--- config.mk ---
export PLATFORM = sky130hd
export DESIGN_NAME = breakpoint_envelope_interpolator_core
export DESIGN_NICKNAME = d
export VERILOG_FILES = /design/src/design/bei_pkg.sv /design/src/design/bei_divider.sv /design/src/design/breakpoint_envelope_interpolator_core.sv
export SDC_FILE = /design/constraint.sdc
export NUM_CORES = 2
export LEC_CHECK = 0
export ABC_AREA = 1
export BUFFER_PORTS_ARGS = -buffer_cell sky130_fd_sc_hd__clkbuf_2
export CAP_MARGIN = 20
export CELL_PAD_IN_SITES_DETAIL_PLACEMENT = 1
export CELL_PAD_IN_SITES_GLOBAL_PLACEMENT = 2
export CORE_MARGIN = 8
export CORE_UTILIZATION = 39
export CTS_CLUSTER_SIZE = 30
export DETAILED_ROUTE_END_ITERATION = 8
export PLACE_DENSITY = 0.73
export SYNTH_ARGS = -nofsm -noshare
export SYNTH_HDL_FRONTEND = slang
export SYNTH_HIERARCHICAL = 1
export SYNTH_SLANG_ARGS = --single-unit
export TNS_END_PERCENT = 50
--- constraint.sdc ---
create_clock -name clk -period 6.5 [get_ports clk]
set_input_delay 1.3 -clock clk [delete_from_list [all_inputs] [get_ports clk]]
set_output_delay 1.3 -clock clk [all_outputs]
set_load 0.01 [all_outputs]
--- src/design/bei_pkg.sv ---
// Package for the breakpoint envelope interpolator: request/response words,
// breakpoint storage entry, region and request codes, fixed-point constants.
// No dependencies.
package bei_pkg;

	localparam int POS_W   = 32;
	localparam int LVL_W   = 16;
	localparam int LERP_W  = 16;
	localparam int COUNT_W = 5;
	localparam int SLOT_W  = 4;
	localparam int REGION_W = 3;

	localparam logic [LVL_W-1:0] ONE_Q15 = 16'd32768;

	localparam logic REQ_WRITE = 1'b0;
	localparam logic REQ_EVAL  = 1'b1;

	localparam logic [REGION_W-1:0] REGION_EMPTY  = 3'd0;
	localparam logic [REGION_W-1:0] REGION_BEFORE = 3'd1;
	localparam logic [REGION_W-1:0] REGION_AFTER  = 3'd2;
	localparam logic [REGION_W-1:0] REGION_INTERP = 3'd3;
	localparam logic [REGION_W-1:0] REGION_NONE   = 3'd4;

	typedef struct packed {
		logic              req_type;
		logic [SLOT_W-1:0] point_index;
		logic [POS_W-1:0]  point_x;
		logic [LVL_W-1:0]  point_y;
		logic [POS_W-1:0]  time_x;
	} req_word_t;

	typedef struct packed {
		logic [LVL_W-1:0]    level_out;
		logic [REGION_W-1:0] region;
	} rsp_word_t;

	typedef struct packed {
		logic [POS_W-1:0] pos;
		logic [LVL_W-1:0] lvl;
	} point_t;

	// Divider handshake between the sequencer and the divider
	typedef struct packed {
		logic             start;
		logic [POS_W-1:0] num;
		logic [POS_W-1:0] den;
	} div_req_t;

	typedef struct packed {
		logic              done;
		logic [LERP_W-1:0] quot;
	} div_rsp_t;

endpackage

--- src/design/bei_divider.sv ---
// Restoring radix-2 divider, one quotient bit per cycle.
// Computes floor((num << LERP_W) / den) for num < den. Depends on bei_pkg.
module bei_divider
	import bei_pkg::*;
(
	input  logic     clk,
	input  logic     arst_n,
	input  div_req_t req,
	output div_rsp_t rsp
);

	localparam int CNT_W = $clog2(LERP_W);

	logic [POS_W-1:0]  rem_q;
	logic [POS_W-1:0]  den_q;
	logic [LERP_W-1:0] quot_q;
	logic [CNT_W-1:0]  cnt_q;
	logic              busy_q;
	logic              done_q;

	logic [POS_W:0]    shifted;
	logic [POS_W:0]    diff;
	logic              fits;

	assign shifted = {rem_q, 1'b0};
	assign diff    = shifted - {1'b0, den_q};
	assign fits    = shifted >= {1'b0, den_q};

	always_ff @(posedge clk or negedge arst_n) begin
		if (!arst_n) begin
			busy_q <= 1'b0;
			done_q <= 1'b0;
			cnt_q  <= '0;
		end else begin
			done_q <= 1'b0;
			if (req.start) begin
				busy_q <= 1'b1;
				cnt_q  <= '0;
			end else if (busy_q) begin
				cnt_q <= cnt_q + 1'b1;
				if (cnt_q == CNT_W'(LERP_W - 1)) begin
					busy_q <= 1'b0;
					done_q <= 1'b1;
				end
			end
		end
	end

	always_ff @(posedge clk) begin
		if (req.start) begin
			rem_q <= req.num;
			den_q <= req.den;
		end else if (busy_q) begin
			rem_q  <= fits ? diff[POS_W-1:0] : shifted[POS_W-1:0];
			quot_q <= {quot_q[LERP_W-2:0], fits};
		end
	end

	assign rsp.done = done_q;
	assign rsp.quot = quot_q;

endmodule

--- src/design/breakpoint_envelope_interpolator_core.sv ---
// Breakpoint envelope interpolator core: breakpoint table, scan sequencer, divider, blend.
// Depends on bei_pkg and bei_divider.
// A write word never occupies the sequencer; an evaluate result loads from the emit state, reached
// after accept (empty table) or after end checks, segment scan, 16-step divide, multiply, add.
// One word at a time: the next word is taken the cycle after the result loads, so an evaluate
// holds the input through its scan and divide and through any output stall.
// Reset (arst_n low, asynchronous): point count 0, sequencer idle, no response pending.
module breakpoint_envelope_interpolator_core
	import bei_pkg::*;
#(
	parameter int MAX_POINTS = 16
) (
	input  logic               clk,
	input  logic               arst_n,
	input  logic               req_valid,
	output logic               req_stall,
	input  req_word_t          req_word,
	output logic               rsp_valid,
	input  logic               rsp_stall,
	output rsp_word_t          rsp_word,
	input  logic               cfg_we,
	input  logic [COUNT_W-1:0] cfg_data
);

	localparam int IDX_W = $clog2(MAX_POINTS);
	localparam int CNT_W = ($clog2(MAX_POINTS + 1) > COUNT_W) ? $clog2(MAX_POINTS + 1) : COUNT_W;

	// Sequencer state codes
	localparam logic [2:0] ST_IDLE  = 3'd0;
	localparam logic [2:0] ST_FIRST = 3'd1;
	localparam logic [2:0] ST_LAST  = 3'd2;
	localparam logic [2:0] ST_SCAN  = 3'd3;
	localparam logic [2:0] ST_DIV   = 3'd4;
	localparam logic [2:0] ST_MUL   = 3'd5;
	localparam logic [2:0] ST_ADD   = 3'd6;
	localparam logic [2:0] ST_EMIT  = 3'd7;

	logic [2:0]           state_q;
	logic [COUNT_W-1:0]   point_count_q;
	logic [CNT_W-1:0]     n_q;
	logic [IDX_W-1:0]     idx_q;
	logic [POS_W-1:0]     tx_q;
	logic [POS_W-1:0]     prev_x_q;
	logic [LVL_W-1:0]     prev_y_q;
	logic [LVL_W-1:0]     y0_q;
	logic [LVL_W-1:0]     y1_q;
	logic signed [2*LERP_W+1:0] prod_q;
	logic [LVL_W-1:0]     res_level_q;
	logic [REGION_W-1:0]  res_region_q;
	logic                 rsp_valid_q;
	rsp_word_t            rsp_word_q;

	// Breakpoint table: one write port, one registered read port
	point_t               table_mem [MAX_POINTS];
	point_t               rd_q;
	logic [IDX_W-1:0]     rd_addr;

	logic                 req_fire;
	logic                 rsp_free;
	logic [CNT_W-1:0]     n_next;
	logic [CNT_W-1:0]     n_last;
	logic                 seg_hit;
	logic [LVL_W-1:0]     clamped_y;
	logic signed [LVL_W:0] y_delta;
	logic signed [LVL_W+1:0] interp;
	div_req_t             div_req;
	div_rsp_t             div_rsp;

	assign req_stall = (state_q != ST_IDLE);
	assign req_fire  = req_valid && !req_stall;
	assign rsp_free  = !rsp_valid_q || !rsp_stall;

	// Clamp the programmed count to the table depth
	assign n_next = (CNT_W'(point_count_q) > CNT_W'(MAX_POINTS)) ? CNT_W'(MAX_POINTS)
		: CNT_W'(point_count_q);
	assign n_last = n_q - 1'b1;

	assign clamped_y = (req_word.point_y > ONE_Q15) ? ONE_Q15 : req_word.point_y;

	// Current segment is [prev, rd_q)
	assign seg_hit = (tx_q >= prev_x_q) && (tx_q < rd_q.pos);

	// Next table address: entry 0 on accept, last entry after the first check,
	// then walk upward one entry per cycle
	always_comb begin
		case (state_q)
			ST_IDLE:  rd_addr = '0;
			ST_FIRST: rd_addr = n_last[IDX_W-1:0];
			ST_LAST:  rd_addr = IDX_W'(1);
			ST_SCAN:  rd_addr = idx_q + 1'b1;
			default:  rd_addr = '0;
		endcase
	end

	always_ff @(posedge clk) begin
		if (req_fire && req_word.req_type == REQ_WRITE
			&& CNT_W'(req_word.point_index) < CNT_W'(MAX_POINTS)) begin
			table_mem[IDX_W'(req_word.point_index)] <= '{pos: req_word.point_x, lvl: clamped_y};
		end
		rd_q <= table_mem[rd_addr];
	end

	// Start the divide on the matching segment: (tx - x_i) << 16 / (x_i+1 - x_i)
	assign div_req.start = (state_q == ST_SCAN) && seg_hit;
	assign div_req.num   = tx_q - prev_x_q;
	assign div_req.den   = rd_q.pos - prev_x_q;

	bei_divider u_div (
		.clk    (clk),
		.arst_n (arst_n),
		.req    (div_req),
		.rsp    (div_rsp)
	);

	// Blend as y0 + floor(lerp * (y1 - y0) / 65536); equals the two-product form
	assign y_delta = $signed({1'b0, y1_q}) - $signed({1'b0, y0_q});
	assign interp  = $signed({2'b00, y0_q}) + prod_q[2*LERP_W+1:LERP_W];

	always_ff @(posedge clk or negedge arst_n) begin
		if (!arst_n) begin
			state_q       <= ST_IDLE;
			point_count_q <= '0;
			rsp_valid_q   <= 1'b0;
		end else begin
			if (cfg_we) begin
				point_count_q <= cfg_data;
			end
			// Load the output register from the emit state, drop the word once it is taken
			if (state_q == ST_EMIT && rsp_free) begin
				rsp_valid_q <= 1'b1;
			end else if (rsp_valid_q && !rsp_stall) begin
				rsp_valid_q <= 1'b0;
			end
			case (state_q)
				ST_IDLE: begin
					if (req_fire && req_word.req_type == REQ_EVAL) begin
						state_q <= (n_next == '0) ? ST_EMIT : ST_FIRST;
					end
				end
				ST_FIRST: begin
					state_q <= (tx_q <= rd_q.pos) ? ST_EMIT : ST_LAST;
				end
				ST_LAST: begin
					state_q <= (tx_q >= rd_q.pos) ? ST_EMIT : ST_SCAN;
				end
				ST_SCAN: begin
					if (seg_hit) begin
						state_q <= ST_DIV;
					end else if (CNT_W'(idx_q) == n_last) begin
						state_q <= ST_EMIT;
					end
				end
				ST_DIV: begin
					if (div_rsp.done) begin
						state_q <= ST_MUL;
					end
				end
				ST_MUL: begin
					state_q <= ST_ADD;
				end
				ST_ADD: begin
					state_q <= ST_EMIT;
				end
				ST_EMIT: begin
					// Hold the result until the output register frees up
					if (rsp_free) begin
						state_q <= ST_IDLE;
					end
				end
				default: begin
					state_q <= ST_IDLE;
				end
			endcase
		end
	end

	// Datapath registers
	always_ff @(posedge clk) begin
		case (state_q)
			ST_IDLE: begin
				tx_q         <= req_word.time_x;
				n_q          <= n_next;
				res_level_q  <= '0;
				res_region_q <= REGION_EMPTY;
			end
			ST_FIRST: begin
				prev_x_q     <= rd_q.pos;
				prev_y_q     <= rd_q.lvl;
				res_level_q  <= ONE_Q15 - rd_q.lvl;
				res_region_q <= REGION_BEFORE;
			end
			ST_LAST: begin
				idx_q        <= IDX_W'(1);
				res_level_q  <= ONE_Q15 - rd_q.lvl;
				res_region_q <= REGION_AFTER;
			end
			ST_SCAN: begin
				if (seg_hit) begin
					y0_q <= prev_y_q;
					y1_q <= rd_q.lvl;
				end else begin
					// Advance: this entry becomes the left edge of the next segment
					prev_x_q     <= rd_q.pos;
					prev_y_q     <= rd_q.lvl;
					idx_q        <= idx_q + 1'b1;
					res_level_q  <= '0;
					res_region_q <= REGION_NONE;
				end
			end
			ST_MUL: begin
				prod_q <= $signed({1'b0, div_rsp.quot}) * y_delta;
			end
			ST_ADD: begin
				res_level_q  <= ONE_Q15 - interp[LVL_W-1:0];
				res_region_q <= REGION_INTERP;
			end
			ST_EMIT: begin
				if (rsp_free) begin
					rsp_word_q.level_out <= res_level_q;
					rsp_word_q.region    <= res_region_q;
				end
			end
			default: begin
			end
		endcase
	end

	assign rsp_valid = rsp_valid_q;
	assign rsp_word  = rsp_word_q;

`ifndef SYNTHESIS
	// A write word never occupies the sequencer
	a_write_one_cycle: assert property (@(posedge clk) disable iff (!arst_n)
		req_valid && !req_stall && req_word.req_type == REQ_WRITE |=> !req_stall)
		else $error("write word kept the sequencer busy");

	// Empty table and unmatched scan both report a zero level
	a_zero_regions: assert property (@(posedge clk) disable iff (!arst_n)
		rsp_valid && (rsp_word.region == REGION_EMPTY || rsp_word.region == REGION_NONE)
		|-> rsp_word.level_out == '0)
		else $error("nonzero level for empty or unmatched region");

	// Level stays within Q1.15 unity and the region is a defined code
	a_level_range: assert property (@(posedge clk) disable iff (!arst_n)
		rsp_valid |-> rsp_word.level_out <= ONE_Q15 && rsp_word.region <= REGION_NONE)
		else $error("response out of range");

	// Divider finishes only while the sequencer waits on it
	a_div_done: assert property (@(posedge clk) disable iff (!arst_n)
		div_rsp.done |-> state_q == ST_DIV)
		else $error("divider done outside divide phase");
`endif

endmodule
==> summary.md <==
| Metric | Value |
|---|---|
| Outcome | `finished with violations` |
| Failing checks | `setup timing` |
| CTS Buf Count | `116` |
| Die area | `165000 um^2` |
| Mapped Nets | `6266` |
| Vias in the first global route | `between 40000 and 50000` |
| Final worst path period share | `105%` |
| First-pass GRT wire length | `278000 um` |
| GR Overflow Total | `0` |
| DR WL/cell | `22.7 um` |
| Syn Area/Cell | `10.5 um^2` |
| RD Place Congestion | `0.867` |
| Area of the multi-input gates | `between 20000 and 25000 um^2` |
| Setup total negative slack | `-3.45 ns` |
| Critical Path End Type | `flop` |
| Initial Util | `39.2%` |
| DRC viols | `0` |
| Num rows | `143` |
| Relative slew slack | `30.4%` |
| Synthesized area | `59400 um^2` |
| Final setup fails | `16` |
| Number of instances in the placed design | `7873` |
| Syn Inst Count | `5668` |
| DRT Pass-1 Iters | `5` |
| Register area share after synthesis | `a little over half` |
| Delay-heaviest family, CP | `adder cells` |
| Worst slew pin tran | `1.04 ns` |
| RSZ-0062 raised after global routing | `true` |
| Crit path max fanout | `6` |
| GRT Max-Usage Layer | `met2` |
| Top cell type's share of synthesized area | `51.7%` |
| GRT met3 Usage | `2.80%` |
| Critical Path Most Common Cell | `fa_1` |
| Count leader, synth | `edfxtp_1` |
| H-tree depth | `3` |
| Initial antenna violation count | `16` |
| FMAX | `roughly 0.15 GHz` |
| WS Path Type | `reg2reg` |
| HPWL after DPL | `127000 um` |
| Core Region | `152000 um^2` |
| DR vias | `42300` |
| Cell accounting for the most synthesized area | `edfxtp_1` |
| WP data required | `6.97 ns` |
| Syn-to-layout area delta | `16.3%` |
| Min Tclk post-route | `6.81 ns` |
| Worst setup SP type | `flop` |
| Ys async rst share | `1.38%` |
| FF/Latch Area | `32100 um^2` |
| CTS tree | `built` |
| Bufs on Longest Clock Path | `3` |
| Fin. max-slew vios | `0` |
| I/O pin count | `116` |
| Drt initial violations | `2575` |
| GR Util met2 | `38.1%` |
| Yosys warns | `6` |
| Final net count | `6592` |
| R2r setup slk | `-0.31 ns` |
| #FFs+latches synth | `between 1000 and 1500` |
| Synth area leaders | `edfxtp_1, fa_1, ha_1, nand2_1, inv_1` |
| Fillers | `16600` |
| Post-synth top cells | `edfxtp_1, nand2_1, inv_1, nor2_1, o21ai_0` |
| Synth unique cells | `55` |
| CP Buf/Inv Count | `11` |
| Port bufs | `115` |
| Hold WC Path Type | `reg2reg` |
| M1 GR Usage | `29.7%` |
| GRT Total Usage | `22.0%` |
| Worst skew pair latency | `0.75 ns` |
| DIE WIDTH | `406 um` |
| EDFF count, synth | `1023` |
| Share of layout cells above drive strength 1 | `16.3%` |
| Largest net degree at the start of global routing | `154` |
| Slowest-stage cell, CP | `fa_1` |
| MaxCap Viol Count | `0` |
| Final worst setup slack | `-0.313 ns` |
| Clock skew | `around 0.049 ns` |
| # hold bufs at CTS | `0` |
| Worst path max stage delay | `0.57 ns` |
| Die span in y | `around 400 um` |
| Layout Cells excl Fill | `8128` |
| Vias/cell | `5.21` |
| CTS clk-pin slew, worst paths | `0.06 ns` |
| Sink Count | `approximately 1100` |
| CP arrival | `7.29 ns` |
| Clk root buf | `clkbuf_16` |
| Main synth FF type | `edfxtp_1` |
| Routed Antenna Nets | `0` |
| Final wirelength | `184000 um` |
| Final hold violation count | `0` |
==> layer usage <==
metal	share of wire, %	up-vias
met5	0.022	-
met4	2.1	6
met3	4.0	237
met2	49	780
met1	45	21300
li1	-	20000
==> sequential cells by signal, indices dropped and copies added, names as in the netlist <==
register	cells
table_mem	768
rd_q	48
prev_x_q	32
tx_q	32
u_div/den_q	32
u_div/rem_q	32
rsp_word	19
prev_y_q	16
prod_q	16
res_level_q	16
u_div/quot_q	16
y0_q	16
y1_q	16
n_q	5
point_count_q	5
idx_q	4
u_div/cnt_q	4
res_region_q	3
state_q	3
rsp_valid	1
u_div/busy_q	1
u_div/done_q	1
==> worst reg2reg max path: cells and delay by family, from the launching register on <==
family	cells	cell delay, ns
fa+ha+maj	9	3.92
buf+inv	11	0.94
flops	1	0.40
simple gates	14	1.05
compound gates	2	0.26
==> path summary, 6_finish.rpt <==
kind                                   from        endpoint  cells after the start
worst max-delay path                y0_q[0]      prod_q[31]                     36
worst min-delay path            prev_y_q[1]         y0_q[1]                      0
worst max register to register      y0_q[0]      prod_q[31]                     36
worst min register to register  prev_y_q[1]         y0_q[1]                      0
max in group asynchronous            arst_n    u_div/done_q                      1
min in group asynchronous            arst_n  u_div/cnt_q[1]                      1
==> final cells by class <==
type                    count  area share [%]
repair buffers            415            4.51
multi-input cells        3579            35.7
clock buffers             155            4.53
flip-flops and latches   1086            46.4
clock inverters            60           0.817
diodes                      7          0.0253
inverters                 796            4.37
well taps                2030            3.68
==> through the flow <==
stage	utilization [%]	instance area (um^2)	setup WS (ns)	hold slack, ns
floorplan	-	59500	0.0118	0.400
global placement	42.2	64000	-0.470	0.400
detailed placement	42.2	64000	-0.640	0.406
CTS	45.0	68300	-0.280	0.417
global route	45.5	69100	-0.583	0.429
finish	45.5	69100	-0.313	0.419
==> what timing repair did <==
| item | CTS | global route |
|---|---|---|
| setup buffers | 17 | 14 |
| pin swaps | 45 | 74 |
| resized for setup | 138 | 152 |
| setup endpoints to repair | 16 | 16 |
| hold endpoints to repair | 0 | 0 |
==> cell usage in the layout (no fill, tap or decap), types with 15 or more instances in the layout <==
cell type / n
a21o_1: 23
a21oi_1: 142
buf_12: 17
buf_4: 264
buf_6: 17
clkbuf_1: 34
clkbuf_16: 119
clkbuf_2: 115
clkinv_1: 27
clkinv_2: 19
dfrtp_1: 15
dfxtp_1: 48
edfxtp_1: 1023
fa_1: 202
ha_1: 270
ha_4: 19
inv_1: 737
inv_2: 40
nand2_1: 839
nand2_2: 42
nand3_1: 224
nand3b_1: 32
nand4_1: 25
nor2_1: 498
nor2_2: 18
nor2_4: 38
nor3_1: 25
o211ai_1: 161
o21ai_0: 302
o21ai_1: 110
o221ai_1: 87
o22ai_1: 59
or2_1: 42
or2_2: 146
xnor2_1: 45
xor2_1: 53
==> cells by family after synthesis <==
family,after synthesis,share of synthesized area (%)
AND/OR/NAND/NOR,2004,14.7
flip-flops,1086,53.9
XOR/XNOR,99,1.46
buffers and inverters,1003,6.71
adder cells (fa/ha/maj),503,13.3
AO/OA/AOI/OAI,973,9.89
Power is not shown: default switching activity piles up to over one toggle a cycle in this logic, so the estimate is an artifact.
